[src/hdl/dsdcs_pkg.sv]
`timescale 1ns / 1ps
`default_nettype none

package dsdcs_pkg;

    localparam int unsigned SAMPLE_COUNT_WIDTH_DEFAULT = 16;

    localparam logic [31:0] SELFTEST_MS      = 32'd5000;
    localparam logic [31:0] END_MARGIN_MS    = 32'd2000;
    localparam logic [31:0] RESTART_WAIT_MS  = 32'd5000;
    localparam logic [31:0] TIMEOUT_SLACK_MS = 32'd100;
    localparam logic [7:0]  FAIL_LIMIT       = 8'd2;

    typedef enum logic [3:0] {
        PH_POWERON   = 4'd0,
        PH_STARTUP   = 4'd1,
        PH_POST      = 4'd2,
        PH_OFF       = 4'd3,
        PH_HWRESTART = 4'd4,
        PH_HWCLEANUP = 4'd5,
        PH_START     = 4'd6,
        PH_WARMUP    = 4'd7,
        PH_READ      = 4'd8,
        PH_READING   = 4'd9,
        PH_STOP      = 4'd10,
        PH_AFTER     = 4'd11
    } phase_t;

    typedef enum logic [1:0] {
        ACT_TICK   = 2'd0,
        ACT_UPLOAD = 2'd1,
        ACT_INIT   = 2'd2,
        ACT_STOP   = 2'd3
    } action_t;

    typedef enum logic [1:0] {
        CMD_NONE    = 2'd0,
        CMD_START   = 2'd1,
        CMD_STOP    = 2'd2,
        CMD_VERSION = 2'd3
    } command_t;

    typedef enum logic [1:0] {
        EXP_NONE = 2'd0,
        EXP_OFF  = 2'd1,
        EXP_ON   = 2'd2
    } expander_t;

    typedef enum logic [1:0] {
        REG_WARMUP   = 2'd0,
        REG_READ     = 2'd1,
        REG_WATCHDOG = 2'd2
    } reg_index_t;

    typedef enum logic [2:0] {
        ST_IDLE,
        ST_EVAL,
        ST_DIV_A,
        ST_DIV_B,
        ST_OUT0,
        ST_OUT1
    } ctrl_state_t;

    typedef struct packed {
        command_t  cmd;
        expander_t exp;
        logic      valid;
        logic      failed;
    } result_flags_t;

endpackage

`default_nettype wire

[src/hdl/dsdcs_divider.sv]
`timescale 1ns / 1ps
`default_nettype none

module dsdcs_divider #(
    parameter int unsigned SAMPLE_COUNT_WIDTH = dsdcs_pkg::SAMPLE_COUNT_WIDTH_DEFAULT
) (
    input  wire                          aclk,
    input  wire                          aresetn,
    input  wire                          start,
    input  wire [31:0]                   dividend,
    input  wire [SAMPLE_COUNT_WIDTH-1:0] divisor,
    output logic                         done,
    output logic [31:0]                  quotient
);

    logic [31:0]                   quo_reg, quo_next;
    logic [SAMPLE_COUNT_WIDTH-1:0] rem_reg, rem_next;
    logic [SAMPLE_COUNT_WIDTH-1:0] dvs_reg, dvs_next;
    logic [5:0]                    cnt_reg, cnt_next;
    logic                          busy_reg, busy_next;
    logic                          done_reg, done_next;
    logic [SAMPLE_COUNT_WIDTH:0]   trial;
    logic [SAMPLE_COUNT_WIDTH:0]   diff;

    always_comb begin
        trial      = {rem_reg, quo_reg[31]};
        diff       = trial - {1'b0, dvs_reg};
        quo_next   = quo_reg;
        rem_next   = rem_reg;
        dvs_next   = dvs_reg;
        cnt_next   = cnt_reg;
        busy_next  = busy_reg;
        done_next  = 1'b0;
        if (start) begin
            quo_next  = dividend;
            rem_next  = '0;
            dvs_next  = divisor;
            cnt_next  = 6'd0;
            busy_next = 1'b1;
        end else if (busy_reg) begin
            if (trial >= {1'b0, dvs_reg}) begin
                rem_next = diff[SAMPLE_COUNT_WIDTH-1:0];
                quo_next = {quo_reg[30:0], 1'b1};
            end else begin
                rem_next = trial[SAMPLE_COUNT_WIDTH-1:0];
                quo_next = {quo_reg[30:0], 1'b0};
            end
            cnt_next = cnt_reg + 6'd1;
            if (cnt_reg == 6'd31) begin
                busy_next = 1'b0;
                done_next = 1'b1;
            end
        end
    end

    always_ff @(posedge aclk) begin
        if (!aresetn) begin
            busy_reg <= 1'b0;
            done_reg <= 1'b0;
            cnt_reg  <= 6'd0;
        end else begin
            busy_reg <= busy_next;
            done_reg <= done_next;
            cnt_reg  <= cnt_next;
        end
        quo_reg <= quo_next;
        rem_reg <= rem_next;
        dvs_reg <= dvs_next;
    end

    assign done     = done_reg;
    assign quotient = quo_reg;

endmodule

`default_nettype wire

[src/hdl/dust_sensor_duty_cycle_sequencer.sv]
`timescale 1ns / 1ps
`default_nettype none

// Channel   Direction  Handshake            Payload
// s_        in         s_tvalid / s_tready  s_tuser action, s_tdata event fields
// m_        out        m_tvalid / m_tready  m_tdata result fields, m_tlast
// cfg_      in         cfg_valid/cfg_ready  cfg_index, cfg_data
//
// An item is evaluated in the cycle after acceptance; each result is then
// held on m_tdata until m_tready takes it. A cycle close with readings runs
// the shared bit-serial divider twice, for the pm10 and pm25 averages. Reset
// is synchronous and active low. s_tready is low until every result of the
// item has been taken.

module dust_sensor_duty_cycle_sequencer #(
    parameter int unsigned SAMPLE_COUNT_WIDTH = dsdcs_pkg::SAMPLE_COUNT_WIDTH_DEFAULT
) (
    input  wire          aclk,
    input  wire          aresetn,
    input  wire          s_tvalid,
    output logic         s_tready,
    // [1:0] action
    input  wire  [1:0]   s_tuser,
    // [31:0] now_ms, [63:32] time_to_measure_ms, [64] reading_valid,
    // [80:65] pm10_raw, [96:81] pm25_raw, [97] expander_nack, rest zero
    input  wire  [103:0] s_tdata,
    output logic         m_tvalid,
    input  wire          m_tready,
    // [1:0] sensor_command, [3:2] expander_write, [4] result_valid,
    // [5] result_failed, [21:6] pm10_average, [37:22] pm25_average,
    // [41:38] cycle_phase, [73:42] cycles_closed, [105:74] cycles_failed
    output logic [111:0] m_tdata,
    output logic         m_tlast,
    input  wire          cfg_valid,
    output logic         cfg_ready,
    input  wire  [1:0]   cfg_index,
    input  wire  [19:0]  cfg_data
);

    localparam logic [SAMPLE_COUNT_WIDTH-1:0] CountMax = '1;

    dsdcs_pkg::ctrl_state_t st_reg, st_next;

    logic [19:0] warmup_reg, read_reg;
    logic        wdog_reg;

    logic [1:0]  act_reg;
    logic [31:0] now_reg, ttm_reg;
    logic        rv_reg, nack_reg;
    logic [15:0] pm10_reg, pm25_reg;

    dsdcs_pkg::phase_t             phase_reg, phase_next;
    logic [31:0]                   entered_reg, entered_next;
    logic [31:0]                   tot10_reg, tot10_next, tot25_reg, tot25_next;
    logic [SAMPLE_COUNT_WIDTH-1:0] cnt_reg, cnt_next;
    logic [7:0]                    cf_reg, cf_next;
    logic [31:0]                   closed_reg, closed_next, failed_reg, failed_next;

    dsdcs_pkg::result_flags_t      r0_reg, r0_next, r1_reg, r1_next;
    logic                          two_reg, two_next;
    logic                          slot_reg, slot_next;
    logic                          need_div;
    logic [15:0]                   avg10_reg, avg25_reg;

    dsdcs_pkg::result_flags_t      t0, t1;
    logic [31:0]                   elapsed;
    logic [31:0]                   off_limit, warm_limit;

    logic                          div_start, div_done;
    logic [31:0]                   div_dividend, div_q;
    logic [SAMPLE_COUNT_WIDTH-1:0] div_divisor;
    logic [15:0]                   div_clamped;

    dsdcs_divider #(
        .SAMPLE_COUNT_WIDTH(SAMPLE_COUNT_WIDTH)
    ) u_div (
        .aclk    (aclk),
        .aresetn (aresetn),
        .start   (div_start),
        .dividend(div_dividend),
        .divisor (div_divisor),
        .done    (div_done),
        .quotient(div_q)
    );

    assign div_clamped = (div_q[31:16] != 16'd0) ? 16'hFFFF : div_q[15:0];
    assign elapsed     = now_reg + dsdcs_pkg::TIMEOUT_SLACK_MS - entered_reg;
    assign off_limit   = {12'd0, warmup_reg} + {12'd0, read_reg} + dsdcs_pkg::END_MARGIN_MS;
    assign warm_limit  = {12'd0, read_reg} + dsdcs_pkg::END_MARGIN_MS;

    always_comb begin
        logic [31:0] s10, s25;
        logic        do_store, do_close;
        logic [31:0] closed_base, failed_base;
        phase_next  = phase_reg;
        tot10_next  = tot10_reg;
        tot25_next  = tot25_reg;
        cnt_next    = cnt_reg;
        cf_next     = cf_reg;
        closed_base = (act_reg == dsdcs_pkg::ACT_INIT) ? 32'd0 : closed_reg;
        failed_base = (act_reg == dsdcs_pkg::ACT_INIT) ? 32'd0 : failed_reg;
        closed_next = closed_base;
        failed_next = failed_base;
        t0          = '0;
        t1          = '0;
        do_store    = 1'b0;
        do_close    = 1'b0;
        need_div    = 1'b0;
        case (phase_reg)
            dsdcs_pkg::PH_POWERON: phase_next = dsdcs_pkg::PH_STARTUP;
            dsdcs_pkg::PH_STARTUP: begin
                t0.cmd     = dsdcs_pkg::CMD_START;
                t1.cmd     = dsdcs_pkg::CMD_VERSION;
                tot10_next = '0;
                tot25_next = '0;
                cnt_next   = '0;
                phase_next = dsdcs_pkg::PH_POST;
            end
            dsdcs_pkg::PH_POST: begin
                do_store = 1'b1;
                if (elapsed > dsdcs_pkg::SELFTEST_MS) begin
                    do_close   = 1'b1;
                    t0.cmd     = dsdcs_pkg::CMD_STOP;
                    phase_next = dsdcs_pkg::PH_OFF;
                end
            end
            dsdcs_pkg::PH_OFF: begin
                if (wdog_reg && cf_reg > dsdcs_pkg::FAIL_LIMIT) begin
                    t0.exp = dsdcs_pkg::EXP_OFF;
                    if (!nack_reg) begin
                        phase_next = dsdcs_pkg::PH_HWRESTART;
                    end
                end else if (ttm_reg < off_limit) begin
                    phase_next = dsdcs_pkg::PH_START;
                end
            end
            dsdcs_pkg::PH_HWRESTART: begin
                if (elapsed > dsdcs_pkg::RESTART_WAIT_MS) begin
                    t0.exp = dsdcs_pkg::EXP_ON;
                    if (!nack_reg) begin
                        cf_next    = 8'd0;
                        phase_next = dsdcs_pkg::PH_HWCLEANUP;
                    end
                end
            end
            dsdcs_pkg::PH_HWCLEANUP: begin
                if (elapsed > dsdcs_pkg::RESTART_WAIT_MS) begin
                    t0.cmd     = dsdcs_pkg::CMD_STOP;
                    phase_next = dsdcs_pkg::PH_OFF;
                end
            end
            dsdcs_pkg::PH_START: begin
                t0.cmd     = dsdcs_pkg::CMD_START;
                phase_next = dsdcs_pkg::PH_WARMUP;
            end
            dsdcs_pkg::PH_WARMUP: begin
                if (ttm_reg < warm_limit) begin
                    phase_next = dsdcs_pkg::PH_READ;
                end
            end
            dsdcs_pkg::PH_READ: begin
                tot10_next = '0;
                tot25_next = '0;
                cnt_next   = '0;
                phase_next = dsdcs_pkg::PH_READING;
            end
            dsdcs_pkg::PH_READING: begin
                do_store = 1'b1;
                if (elapsed > {12'd0, read_reg}) begin
                    phase_next = dsdcs_pkg::PH_STOP;
                end
            end
            dsdcs_pkg::PH_STOP: begin
                do_close   = 1'b1;
                t0.cmd     = dsdcs_pkg::CMD_STOP;
                phase_next = dsdcs_pkg::PH_AFTER;
            end
            default: ;
        endcase

        s10 = tot10_reg + {16'd0, pm10_reg};
        s25 = tot25_reg + {16'd0, pm25_reg};
        if (do_store && rv_reg && cnt_reg != CountMax) begin
            tot10_next = (s10 < tot10_reg) ? 32'hFFFF_FFFF : s10;
            tot25_next = (s25 < tot25_reg) ? 32'hFFFF_FFFF : s25;
            cnt_next   = cnt_reg + SAMPLE_COUNT_WIDTH'(1);
        end
        if (do_close) begin
            t0.valid = 1'b1;
            if (closed_base != 32'hFFFF_FFFF) closed_next = closed_base + 32'd1;
            if (cnt_next != '0) begin
                need_div = 1'b1;
                cf_next  = 8'd0;
            end else begin
                t0.failed = 1'b1;
                if (cf_reg != 8'hFF) cf_next = cf_reg + 8'd1;
                if (failed_base != 32'hFFFF_FFFF) failed_next = failed_base + 32'd1;
            end
        end
    end

    always_comb begin
        dsdcs_pkg::phase_t ph_sel;
        r0_next   = '0;
        r1_next   = '0;
        two_next  = 1'b0;
        slot_next = 1'b0;
        ph_sel    = phase_reg;
        case (act_reg)
            dsdcs_pkg::ACT_TICK: begin
                r0_next  = t0;
                r1_next  = t1;
                ph_sel   = phase_next;
                two_next = (phase_reg == dsdcs_pkg::PH_STARTUP);
            end
            dsdcs_pkg::ACT_UPLOAD: begin
                if (phase_reg == dsdcs_pkg::PH_AFTER) ph_sel = dsdcs_pkg::PH_OFF;
            end
            dsdcs_pkg::ACT_INIT: begin
                ph_sel   = phase_next;
                two_next = 1'b1;
                if (phase_reg == dsdcs_pkg::PH_STARTUP) begin
                    r0_next = t0;
                    r1_next = t1;
                end else begin
                    r0_next.cmd = dsdcs_pkg::CMD_START;
                    r1_next     = t0;
                    slot_next   = 1'b1;
                    if (t0.cmd == dsdcs_pkg::CMD_NONE) r1_next.cmd = dsdcs_pkg::CMD_VERSION;
                end
            end
            dsdcs_pkg::ACT_STOP: r0_next.cmd = dsdcs_pkg::CMD_STOP;
            default: ;
        endcase
        entered_next = (ph_sel != phase_reg) ? now_reg : entered_reg;
    end

    always_comb begin
        st_next = st_reg;
        case (st_reg)
            dsdcs_pkg::ST_IDLE:  if (s_tvalid) st_next = dsdcs_pkg::ST_EVAL;
            dsdcs_pkg::ST_EVAL: begin
                if (need_div && (act_reg == dsdcs_pkg::ACT_TICK
                                 || act_reg == dsdcs_pkg::ACT_INIT)) begin
                    st_next = dsdcs_pkg::ST_DIV_A;
                end else begin
                    st_next = dsdcs_pkg::ST_OUT0;
                end
            end
            dsdcs_pkg::ST_DIV_A: if (div_done) st_next = dsdcs_pkg::ST_DIV_B;
            dsdcs_pkg::ST_DIV_B: if (div_done) st_next = dsdcs_pkg::ST_OUT0;
            dsdcs_pkg::ST_OUT0: begin
                if (m_tready) st_next = two_reg ? dsdcs_pkg::ST_OUT1 : dsdcs_pkg::ST_IDLE;
            end
            dsdcs_pkg::ST_OUT1:  if (m_tready) st_next = dsdcs_pkg::ST_IDLE;
            default:             st_next = dsdcs_pkg::ST_IDLE;
        endcase
    end

    always_comb begin
        s_tready     = 1'b0;
        m_tvalid     = 1'b0;
        m_tlast      = 1'b0;
        div_start    = 1'b0;
        div_dividend = tot10_next;
        div_divisor  = cnt_reg;
        case (st_reg)
            dsdcs_pkg::ST_IDLE: s_tready = 1'b1;
            dsdcs_pkg::ST_EVAL: begin
                div_divisor = cnt_next;
                div_start   = need_div && (act_reg == dsdcs_pkg::ACT_TICK
                                           || act_reg == dsdcs_pkg::ACT_INIT);
            end
            dsdcs_pkg::ST_DIV_A: begin
                div_start    = div_done;
                div_dividend = tot25_reg;
            end
            dsdcs_pkg::ST_OUT0: begin
                m_tvalid = 1'b1;
                m_tlast  = !two_reg;
            end
            dsdcs_pkg::ST_OUT1: begin
                m_tvalid = 1'b1;
                m_tlast  = 1'b1;
            end
            default: ;
        endcase
    end

    assign cfg_ready = 1'b1;

    always_ff @(posedge aclk) begin
        if (!aresetn) begin
            st_reg      <= dsdcs_pkg::ST_IDLE;
            warmup_reg  <= 20'd15000;
            read_reg    <= 20'd5000;
            wdog_reg    <= 1'b0;
            phase_reg   <= dsdcs_pkg::PH_POWERON;
            entered_reg <= '0;
            tot10_reg   <= '0;
            tot25_reg   <= '0;
            cnt_reg     <= '0;
            cf_reg      <= '0;
            closed_reg  <= '0;
            failed_reg  <= '0;
        end else begin
            st_reg <= st_next;
            if (cfg_valid) begin
                case (cfg_index)
                    dsdcs_pkg::REG_WARMUP:   warmup_reg <= cfg_data;
                    dsdcs_pkg::REG_READ:     read_reg   <= cfg_data;
                    dsdcs_pkg::REG_WATCHDOG: wdog_reg   <= cfg_data[0];
                    default: ;
                endcase
            end
            if (st_reg == dsdcs_pkg::ST_EVAL) begin
                entered_reg <= entered_next;
                case (act_reg)
                    dsdcs_pkg::ACT_TICK, dsdcs_pkg::ACT_INIT: begin
                        phase_reg  <= phase_next;
                        tot10_reg  <= tot10_next;
                        tot25_reg  <= tot25_next;
                        cnt_reg    <= cnt_next;
                        cf_reg     <= cf_next;
                        closed_reg <= closed_next;
                        failed_reg <= failed_next;
                    end
                    dsdcs_pkg::ACT_UPLOAD: begin
                        if (phase_reg == dsdcs_pkg::PH_AFTER) phase_reg <= dsdcs_pkg::PH_OFF;
                    end
                    default: ;
                endcase
            end
        end
        if (s_tvalid && s_tready) begin
            act_reg  <= s_tuser;
            now_reg  <= s_tdata[31:0];
            ttm_reg  <= s_tdata[63:32];
            rv_reg   <= s_tdata[64];
            pm10_reg <= s_tdata[80:65];
            pm25_reg <= s_tdata[96:81];
            nack_reg <= s_tdata[97];
        end
        if (st_reg == dsdcs_pkg::ST_EVAL) begin
            r0_reg    <= r0_next;
            r1_reg    <= r1_next;
            two_reg   <= two_next;
            slot_reg  <= slot_next;
            avg10_reg <= 16'd0;
            avg25_reg <= 16'd0;
        end
        if (st_reg == dsdcs_pkg::ST_DIV_A && div_done) avg10_reg <= div_clamped;
        if (st_reg == dsdcs_pkg::ST_DIV_B && div_done) avg25_reg <= div_clamped;
    end

    always_comb begin
        dsdcs_pkg::result_flags_t f;
        logic                     with_avg;
        f        = (st_reg == dsdcs_pkg::ST_OUT1) ? r1_reg : r0_reg;
        with_avg = (st_reg == dsdcs_pkg::ST_OUT1) == slot_reg && f.valid && !f.failed;
        m_tdata  = {6'd0, failed_reg, closed_reg, phase_reg,
                    with_avg ? avg25_reg : 16'd0, with_avg ? avg10_reg : 16'd0,
                    f.failed, f.valid, f.exp, f.cmd};
    end

endmodule

`default_nettype wire
[config.mk]
export PLATFORM = sky130hd
export DESIGN_NAME = dust_sensor_duty_cycle_sequencer
export DESIGN_NICKNAME = d
export VERILOG_FILES = /design/src/hdl/dsdcs_pkg.sv /design/src/hdl/dsdcs_divider.sv /design/src/hdl/dust_sensor_duty_cycle_sequencer.sv
export SDC_FILE = /design/constraint.sdc
export NUM_CORES = 1
export LEC_CHECK = 0
export ABC_AREA = 1
export BUFFER_PORTS_ARGS = -buffer_cell sky130_fd_sc_hd__clkbuf_2
export CORE_MARGIN = 3
export CORE_UTILIZATION = 56
export DETAILED_ROUTE_END_ITERATION = 8
export PLACE_DENSITY = 0.78
export SYNTH_ARGS = -nofsm -noshare
export SYNTH_HDL_FRONTEND = slang
export SYNTH_SLANG_ARGS = --single-unit
[constraint.sdc]
create_clock -name aclk -period 7.4 [get_ports aclk]
set_clock_uncertainty 0.1 [all_clocks]
set_input_delay 0.37 -clock aclk [delete_from_list [all_inputs] [get_ports aclk]]
set_output_delay 0.37 -clock aclk [all_outputs]
set_load 0.02 [all_outputs]
Word-level counts from Yosys, hierarchy flattened
Cells that the tools add are included. W data, S select, Z words.

Register bits: 450. Bits of input ports: 133. Output and inout port bits: 116. Logic and storage cells: 213.

$add $sub $neg: 13. Order comparisons: 8. Eq/ne operators: 33. Muxes and demuxes: 82. Bitwise logic cells: 2. Reduce and logical (&&, ||, !) cells: 38.

Operator list (number): $mux W32 (16); $mux W16 (10); $add A32 B1 Y32 const B (2); $add A32 B16 Y32 (2); $lt A32 B32 Y1 (2); $ne A32 B32 Y1 const B (2); $mux W8 (6); $mux W4 (10); $pmux W4 S10 (1); $add A32 B7 Y32 const B (1); $gt A32 B13 Y1 const B (1); $gt A32 B20 Y1 (1); $lt A32 B21 Y1 (1); $lt A32 B22 Y1 (1); $reduce_bool A16 Y1 (2); $sub A32 B32 Y32 (1); $add A21 B11 Y22 const B (1); $add A20 B11 Y21 const B (1); $add A20 B20 Y21 (1); $mux W3 (7); $pmux W3 S6 (1); $ge A17 B16 Y1 (1); $add A16 B1 Y16 const B (1); $eq A4 B3 Y1 const B (4); other kinds (40) (100).

Depth between registers and ports, before layout
Gate-level depths: netlist of run 1.

Depth in word-level cells: 12. Depth in mapped cells: 36. Gate-level depth less buffers: 35.

Hierarchy
Synthesis of run 1 repeated with hierarchy kept, for this count alone.

Cells, all modules: 4688. Area total of the unflattened synthesis: 32402.3 um^2.

Modules (own cells, without submodules): dust_sensor_duty_cycle_sequencer (times used 1, cells an instance 4172, area each 28265.9 um^2, sequential area each 9028.7 um^2); dsdcs_divider (times used 1, cells an instance 516, area each 4136.5 um^2, sequential area each 1921.8 um^2).

Least setup slack after synthesis of run 1
Ideal clock, no wire load.

Path kind: register -> register. From: reg st_reg[1]. To: reg act_reg[0], enable pin. Setup time: 0.681 ns. Data arrival time: 7.255 ns. Required time: 6.619 ns. Slack: -0.636 ns. Stages on the path, launching flop included: 4. Buffers on the path: 0. Clock period less this slack: 8.036 ns. Path through: dfxtp_1 > nor2_1 > inv_1 > nor3_1.

Longest elaborated chain between the ends: 3.

RTL lines: start: declaration (line dust_sensor_duty_cycle_sequencer.sv:42) `dsdcs_pkg::ctrl_state_t st_reg, st_next;`; start signal: assignment (line dust_sensor_duty_cycle_sequencer.sv:294) `st_reg <= dsdcs_pkg::ST_IDLE;`; start signal: assignment (line dust_sensor_duty_cycle_sequencer.sv:307) `st_reg <= st_next;`; $logic_not A3 Y1 (line dust_sensor_duty_cycle_sequencer.sv:267) `case (st_reg)`; $mux W1 (line dust_sensor_duty_cycle_sequencer.sv:267); $logic_and A1 B1 Y1 (line dust_sensor_duty_cycle_sequencer.sv:335) `if (s_tvalid && s_tready) begin`; end signal: assignment (line dust_sensor_duty_cycle_sequencer.sv:336) `act_reg <= s_tuser;`; end: declaration (line dust_sensor_duty_cycle_sequencer.sv:47) `logic [1:0] act_reg;`.

Every way passes these cells. A chain may end at the register's enable or synchronous reset.

Worst setup path after layout of run 1
From: reg read_reg[4]. To: reg entered_reg[18].

Longest elaborated chain between the ends: 9. Elaborated cells between the ends (all ways): 14. Classes of those cells: add/sub: 3; order compare: 3; eq/ne: 1; mux: 6; reduce/logical: 1.

RTL lines: start: declaration (line dust_sensor_duty_cycle_sequencer.sv:44) `logic [19:0] warmup_reg, read_reg;`; start signal: assignment (line dust_sensor_duty_cycle_sequencer.sv:311) `dsdcs_pkg::REG_READ: read_reg <= cfg_data;`; $add A20 B20 Y21 (line dust_sensor_duty_cycle_sequencer.sv:88) `assign off_limit = {12'd0, warmup_reg} + {12'd0, read_reg} + dsdcs_pkg::END_MARGIN_MS;`; $add A21 B11 Y22 (line dust_sensor_duty_cycle_sequencer.sv:88); $lt A32 B22 Y1 (line dust_sensor_duty_cycle_sequencer.sv:133) `end else if (ttm_reg < off_limit) begin`; $mux W4 (line dust_sensor_duty_cycle_sequencer.sv:133); $mux W4 (line dust_sensor_duty_cycle_sequencer.sv:128) `if (wdog_reg && cf_reg > dsdcs_pkg::FAIL_LIMIT) begin`; $pmux W4 S10 (*) (line dust_sensor_duty_cycle_sequencer.sv:109) `case (phase_reg)`; $pmux W4 S2 (*); $ne A4 B4 Y1 (*) (line dust_sensor_duty_cycle_sequencer.sv:235) `entered_next = (ph_sel != phase_reg) ? now_reg : entered_reg;`; $reduce_and A2 Y1 (no source line) (*); end signal: assignment (line dust_sensor_duty_cycle_sequencer.sv:317) `entered_reg <= entered_next;`; end: declaration (line dust_sensor_duty_cycle_sequencer.sv:53) `logic [31:0] entered_reg, entered_next;`.

Mark *: on every way between the ends. The rest lies on a longest branch, timed or not.

==> results.tsv, run 1 <==
stage	metric	value	unit
setup_path	critical path arrival	7.16	ns
drt	highest routed layer	met4	
timing	RSZ-0062 raised after global routing	no	
yosys	#FFs+latches synth	450	
timing	crit share post-route	0.9147	
drt	DR iter-0 viols	2840	
clock_network	Clk Latency, worst-skew pair	0.60	ns
layout	most frequent cells in the layout	nand2_1, inv_1, nor2_1, a21oi_1, o21ai_0	
pwr	Leak	0.01623	µW
drt	Routed met2 length	37.76	mm
pwr	Pwr per Cell Area	304.4	nW/µm²
yosys	Synth Cell Area	31530	µm²
setup_path	Setup crit start kind	register	
setup_path	cell mode on critical path	a21oi_1	
drt	routed wl met3	6.729	mm
pwr	Peak VDD IR	0.2632	mV
clock_network	Setup Buffers After CTS	0	
yosys	ys async rst share	0	
worst_hold_path	Hold Path Class	input pin to register	
clock_network	Worst-path clk slew	0.06	ns
timing	setup TNS	0	ns
setup_path	Crit path required time	7.79	ns
yosys	dominant synthesized flop cell	dfxtp_1	
timing	Final min period	6.769	ns
clock_network	clk buf depth	3	
timing	Worst-Margin Slew	1.203	ns
timing	max-slew violations	0	
placed_design	input/output buffers	235	
clock_network	clock tree root driver cell	clkbuf_16	
setup_path	CP delay by family, top	compound AO/OA/AOI/OAI gates	
drt	Met1 Wirelength	38.81	mm
yosys	Post-synth EDFFs	194	
drt	number of remaining DRC errors	0	
timing	Highest Clock Rate	147.7	MHz
clock_network	cts bufs inserted	49	
run_status	outcome	completed	
setup_path	Crit Path Class	register to register	
floorplan	num rows	86	
setup_path	slowest cell on the critical path	nand2_2	
yosys	Avg Inst Size Synth	6.991	µm²
clock_network	post-CTS resize count	0	
yosys	Synth Instances	4510	
setup_path	crit-path max cell delay	0.62	ns
layout	Final Cell Area	36110	µm²
global_routing	largest net degree at the start of global routing	119	
global_routing	vias in the first global route	28465	
drt	Post-DRT Antenna Nets	0	
timing	final-report hold violation count	0	
floorplan	die area	59190	µm²
global_routing	initial antenna violation count	6	
floorplan	die height	243.3	µm
drt	Vias	30254	
yosys	Distinct cells, synth	62	
global_routing	first-pass GRT wire length	142.0	mm
clock_network	htree depth	2	
placed_design	placed cell area	33180	µm²
floorplan	Ports	249	
clock_network	CTS tree	done	
floorplan	Die Width	243.3	µm
flow_run	max-cap violations	0	
placed_design	DPL Wire Length	59.98	mm
global_routing	Overall Global Routing Usage	0.2885	
setup_path	CP max FO	64	
layout	Nets	5183	
timing	final setup vio count	0	
drt	vias per std cell	5.423	
yosys	Yosys warnings	0	
floorplan	Initial Util	0.5690	
setup_path	Crit. End Element	register	
floorplan	CORE AREA	55420	µm²
layout	most common cell after layout, fill and taps aside	nand2_1	
clock_network	CTS sink count	450	
global_routing	Remaining Overflow, GRT	0	
drt	wire per inst	15.56	µm
drt	drt pass-1 iters	5	
yosys	sequential area share after synthesis	0.3473	
placed_design	Placer Congestion	0.9833	
layout	layout cells sized above 1	0.08269	
timing	relative slew slack	0.1953	
setup_path	CP Buf/Inv Count	3	
drt	DRT Wirelength	86.78	mm
layout	Area Overhead vs Synth	14.52	%
power by group:
| group | switching (µW) | total [µW] | internal [µW] |
|---|---|---|---|
| Combinational | 3460 | 5130 | 1670 |
| Clock | 1030 | 2620 | 1590 |
| Sequential | 233 | 3250 | 3010 |
| Total | 4720 | 11000 | 6270 |
through the flow:
| step | total power, µW | hold WS, ns | utilization | setup slack (ns) | instances |
|---|---|---|---|---|---|
| 6_report | 10990 | 0.06456 | 0.6516 | 0.6310 | 5579 |
| 5_1_grt | 11920 | 0.03508 | 0.6516 | 0.1038 | 5579 |
| 4_1_cts | 10960 | 0.006661 | 0.6513 | 0.9859 | 5573 |
| 3_5_place_dp | 8247 | 0.3619 | 0.5987 | 1.018 | 5362 |
| 3_3_place_gp | 8152 | 0.3634 | 0.5987 | 1.156 | 5362 |
| 2_1_floorplan | 7050 | 0.3299 | - | 2.381 | 4515 |
cells by family after synthesis:
family / share of synthesized area
AOI/OAI and AO/OA: 0.1416
buffers and inverters: 0.1032
other: 0.0002382
muxes: 0.001786
xor gates and xnor gates: 0.03611
adders and majority gates: 0.1063
and+or+nand+nor: 0.2634
DFF: 0.3473
worst register-to-register path, delay by kind of cell, from the launching register on:
| kind | cells | cell delay [ns] |
|---|---|---|
| compound gates | 13 | 3.33 |
| simple gates | 10 | 1.47 |
| fa+ha+maj | 3 | 0.94 |
| flops | 1 | 0.42 |
| buf+inv | 3 | 0.23 |
| xor+xnor | 1 | 0.15 |
metal layers:
layer / GRT usage / up-vias
met5: 0 / -
li1: - / 15269
met3: 0.04281 / 220
met1: 0.3974 / 13646
met4: 0.1181 / 0
met2: 0.4559 / 1119
final timing paths:
| check | from | end | slack [ns] | cells past startpoint |
|---|---|---|---|---|
| min reg2reg | wdog_reg | wdog_reg | 0.37 | 2 |
| max reg2reg | read_reg[4] | entered_reg[18] | 0.63 | 30 |
| min | m_tready | st_reg[2] | 0.06 | 4 |
| max | read_reg[4] | entered_reg[18] | 0.63 | 30 |
layout make-up:
| type | instances | area, µm² |
|---|---|---|
| clock buffers | 67 | 1386 |
| inverters | 676 | 2542 |
| repair buffers | 380 | 2567 |
| clock inverters | 24 | 327.8 |
| flip-flops and latches | 450 | 10950 |
| fillers | 4784 | 19310 |
| multi-input cells | 3228 | 17380 |
| well taps | 748 | 935.9 |
| diodes | 6 | 15.01 |
cell usage after synthesis, drive strengths merged (48+ instances only):
cell type / count / share of area
a21oi: 413 / 0.066
buf: 48 / 0.0091
clkbuf: 113 / 0.013
dfxtp: 256 / 0.16
edfxtp: 194 / 0.18
ha: 260 / 0.10
inv: 673 / 0.080
nand2: 1136 / 0.14
nand3: 191 / 0.031
nand4: 65 / 0.013
nor2: 420 / 0.051
nor3: 72 / 0.012
o21ai: 349 / 0.056
xor2: 103 / 0.029
repair_timing:
item,CTS,global route
hold buffers,120,0
hold endpoints to repair,139,0
setup endpoints to repair,0,0
(Power assumes the default switching activity.)
==> run 2, diff against run 1 <==
BUFFER_PORTS_ARGS = unset   (was -buffer_cell sky130_fd_sc_hd__clkbuf_2)
CORE_UTILIZATION = 59   (was 56)
DONT_BUFFER_PORTS = 1   (was unset)
==> run 2 against run 1 <==
  * Via count fell by 2.2%
  * First-iteration DRC count fell by 8.9%
  * Die area fell by 5.0%
  * Sequential power barely moved
==> results.tsv, run 2 (synthesis gave the netlist of run 1 again) <==
stage	metric	value	unit
timing	RSZ-0062 raised after global routing	no	
timing	final setup vio count	0	
drt	DRT Wirelength	83.88	mm
clock_network	CTS tree	done	
drt	routed wl met3	6.958	mm
pwr	Pwr per Cell Area	315.9	nW/µm²
layout	Area Overhead vs Synth	10.95	%
pwr	Leak	0.01525	µW
clock_network	clk buf depth	3	
setup_path	Crit path required time	7.78	ns
setup_path	cell mode on critical path	a21oi_1	
drt	highest routed layer	met4	
clock_network	CTS sink count	450	
pwr	Comb power frac	0.459	
setup_path	Crit Path Class	register to register	
pwr	NetSw	4764	µW
layout	most common cell after layout, fill and taps aside	nand2_1	
clock_network	Setup Buffers After CTS	0	
floorplan	Ports	249	
timing	Highest Clock Rate	152.4	MHz
layout	Nets	4952	
pwr	Switching Share	0.4311	
placed_design	DPL Wire Length	58.91	mm
drt	DR iter-0 viols	2588	
placed_design	input/output buffers	0	
clock_network	htree depth	2	
floorplan	Die Width	237.2	µm
pwr	sequential share of power	0.295	
clock_network	cts bufs inserted	50	
setup_path	slowest cell on the critical path	a2111oi_0	
setup_path	R2R Path Start	warmup_reg[1]	
setup_path	Crit. End Element	register	
placed_design	placed cell area	31910	µm²
placed_design	dpl cells	5065	
clock_network	Clk Latency, worst-skew pair	0.59	ns
timing	final-report hold violation count	0	
timing	crit share post-route	0.8868	
timing	setup TNS	0	ns
floorplan	die area	56250	µm²
setup_path	CP delay by family, top	compound AO/OA/AOI/OAI gates	
pwr	cell-internal power	6288	µW
clock_network	Worst-path clk slew	0.06	ns
drt	wire per inst	15.86	µm
global_routing	vias in the first global route	27335	
global_routing	initial antenna violation count	7	
floorplan	CORE AREA	52760	µm²
setup_path	crit-path max cell delay	0.62	ns
layout	Final Cell Area	34980	µm²
global_routing	first-pass GRT wire length	137.5	mm
worst_hold_path	Hold Path Class	input pin to register	
drt	drt pass-1 iters	7	
clock_network	clock tree root driver cell	clkbuf_16	
worst_hold_path	Hold Crit Start	aresetn	
setup_path	Setup crit start kind	register	
layout	Final Non-Filler Cells	5290	
global_routing	Overall Global Routing Usage	0.2941	
timing	relative slew slack	0.2678	
drt	Met1 Wirelength	37.00	mm
setup_path	critical path arrival	6.94	ns
global_routing	largest net degree at the start of global routing	98	
drt	Post-DRT Antenna Nets	0	
layout	most frequent cells in the layout	nand2_1, inv_1, nor2_1, a21oi_1, o21ai_0	
run_status	outcome	completed	
timing	max-slew violations	0	
floorplan	die height	237.2	µm
setup_path	CP Launch Point	warmup_reg[1]	
floorplan	Initial Util	0.5976	
floorplan	num rows	84	
pwr	clock power share	0.245	
placed_design	Placer Congestion	0.9523	
flow_run	max-cap violations	0	
global_routing	Remaining Overflow, GRT	0	
pwr	Peak VDD IR	0.2177	mV
timing	Final min period	6.562	ns
layout	layout cells sized above 1	0.03634	
drt	Routed met2 length	37.27	mm
setup_path	CP max FO	64	
drt	Vias	29576	
drt	number of remaining DRC errors	0	
drt	vias per std cell	5.591	
setup_path	CP Buf/Inv Count	2	
timing	Worst-Margin Slew	1.096	ns
==> run 2: stage by stage <==
stage	util	power, µW	setup WS, ns	hold WS [ns]
finish	0.6630	11050	0.8377	0.06099
global route	0.6630	11920	0.2474	0.05076
detailed placement	0.6048	8206	0.8966	0.3581
floorplan	-	7050	2.381	0.3299
global placement	0.6048	8074	1.079	0.3502
CTS	0.6626	11010	0.8089	0.02058
==> run 2: power by group through the flow <==
stage	logic, µW	clock network [µW]	registers, µW
after floorplan	3820	0	3230
after global placement	4770	0	3300
after detailed placement	4900	0	3310
after CTS	5000	2760	3260
after global routing	5770	2860	3300
final	5080	2710	3260
==> run 2: layout make-up <==
cell class / count / area, µm²
fill: 4537 / 17780
multi-input combinational: 3228 / 17390
sequential: 450 / 10950
inverter: 676 / 2542
timing repair buffer: 148 / 1441
clock buffer: 65 / 1369
tap: 688 / 860.8
clock inverter: 28 / 414.1
antenna: 7 / 17.52
==> run 2: repair_timing <==
action,4_1_cts,5_1_grt
hold buffers,125,0
endpoints found under the hold margin,204,0
gates resized for setup,0,1
setup endpoints to repair,0,32
==> run 2: final timing paths <==
| kind | end | slack [ns] | cells after the start |
|---|---|---|---|
| worst min register to register | wdog_reg | 0.37 | 2 |
| worst max-delay path | entered_reg[16] | 0.84 | 31 |
| worst max register to register | entered_reg[16] | 0.84 | 31 |
| worst min-delay path | closed_reg[24] | 0.06 | 2 |
==> run 2: worst register-to-register path: cells and delay by family, from the launching register on <==
kind                     cells  cell delay [ns]
adder cells (fa/ha/maj)      4             1.15
AO/OA/AOI/OAI               12             3.00
buffers and inverters        2             0.14
flip-flops                   1             0.31
XOR/XNOR                     1             0.19
AND/OR/NAND/NOR             12             1.57
==> run 2: per-layer routing <==
| metal | track usage | vias to the layer above |
|---|---|---|
| li1 | - | 14854 |
| met1 | 0.4025 | 13529 |
| met2 | 0.4697 | 1007 |
| met3 | 0.05766 | 186 |
| met4 | 0.09974 | 0 |
| met5 | 0 | - |
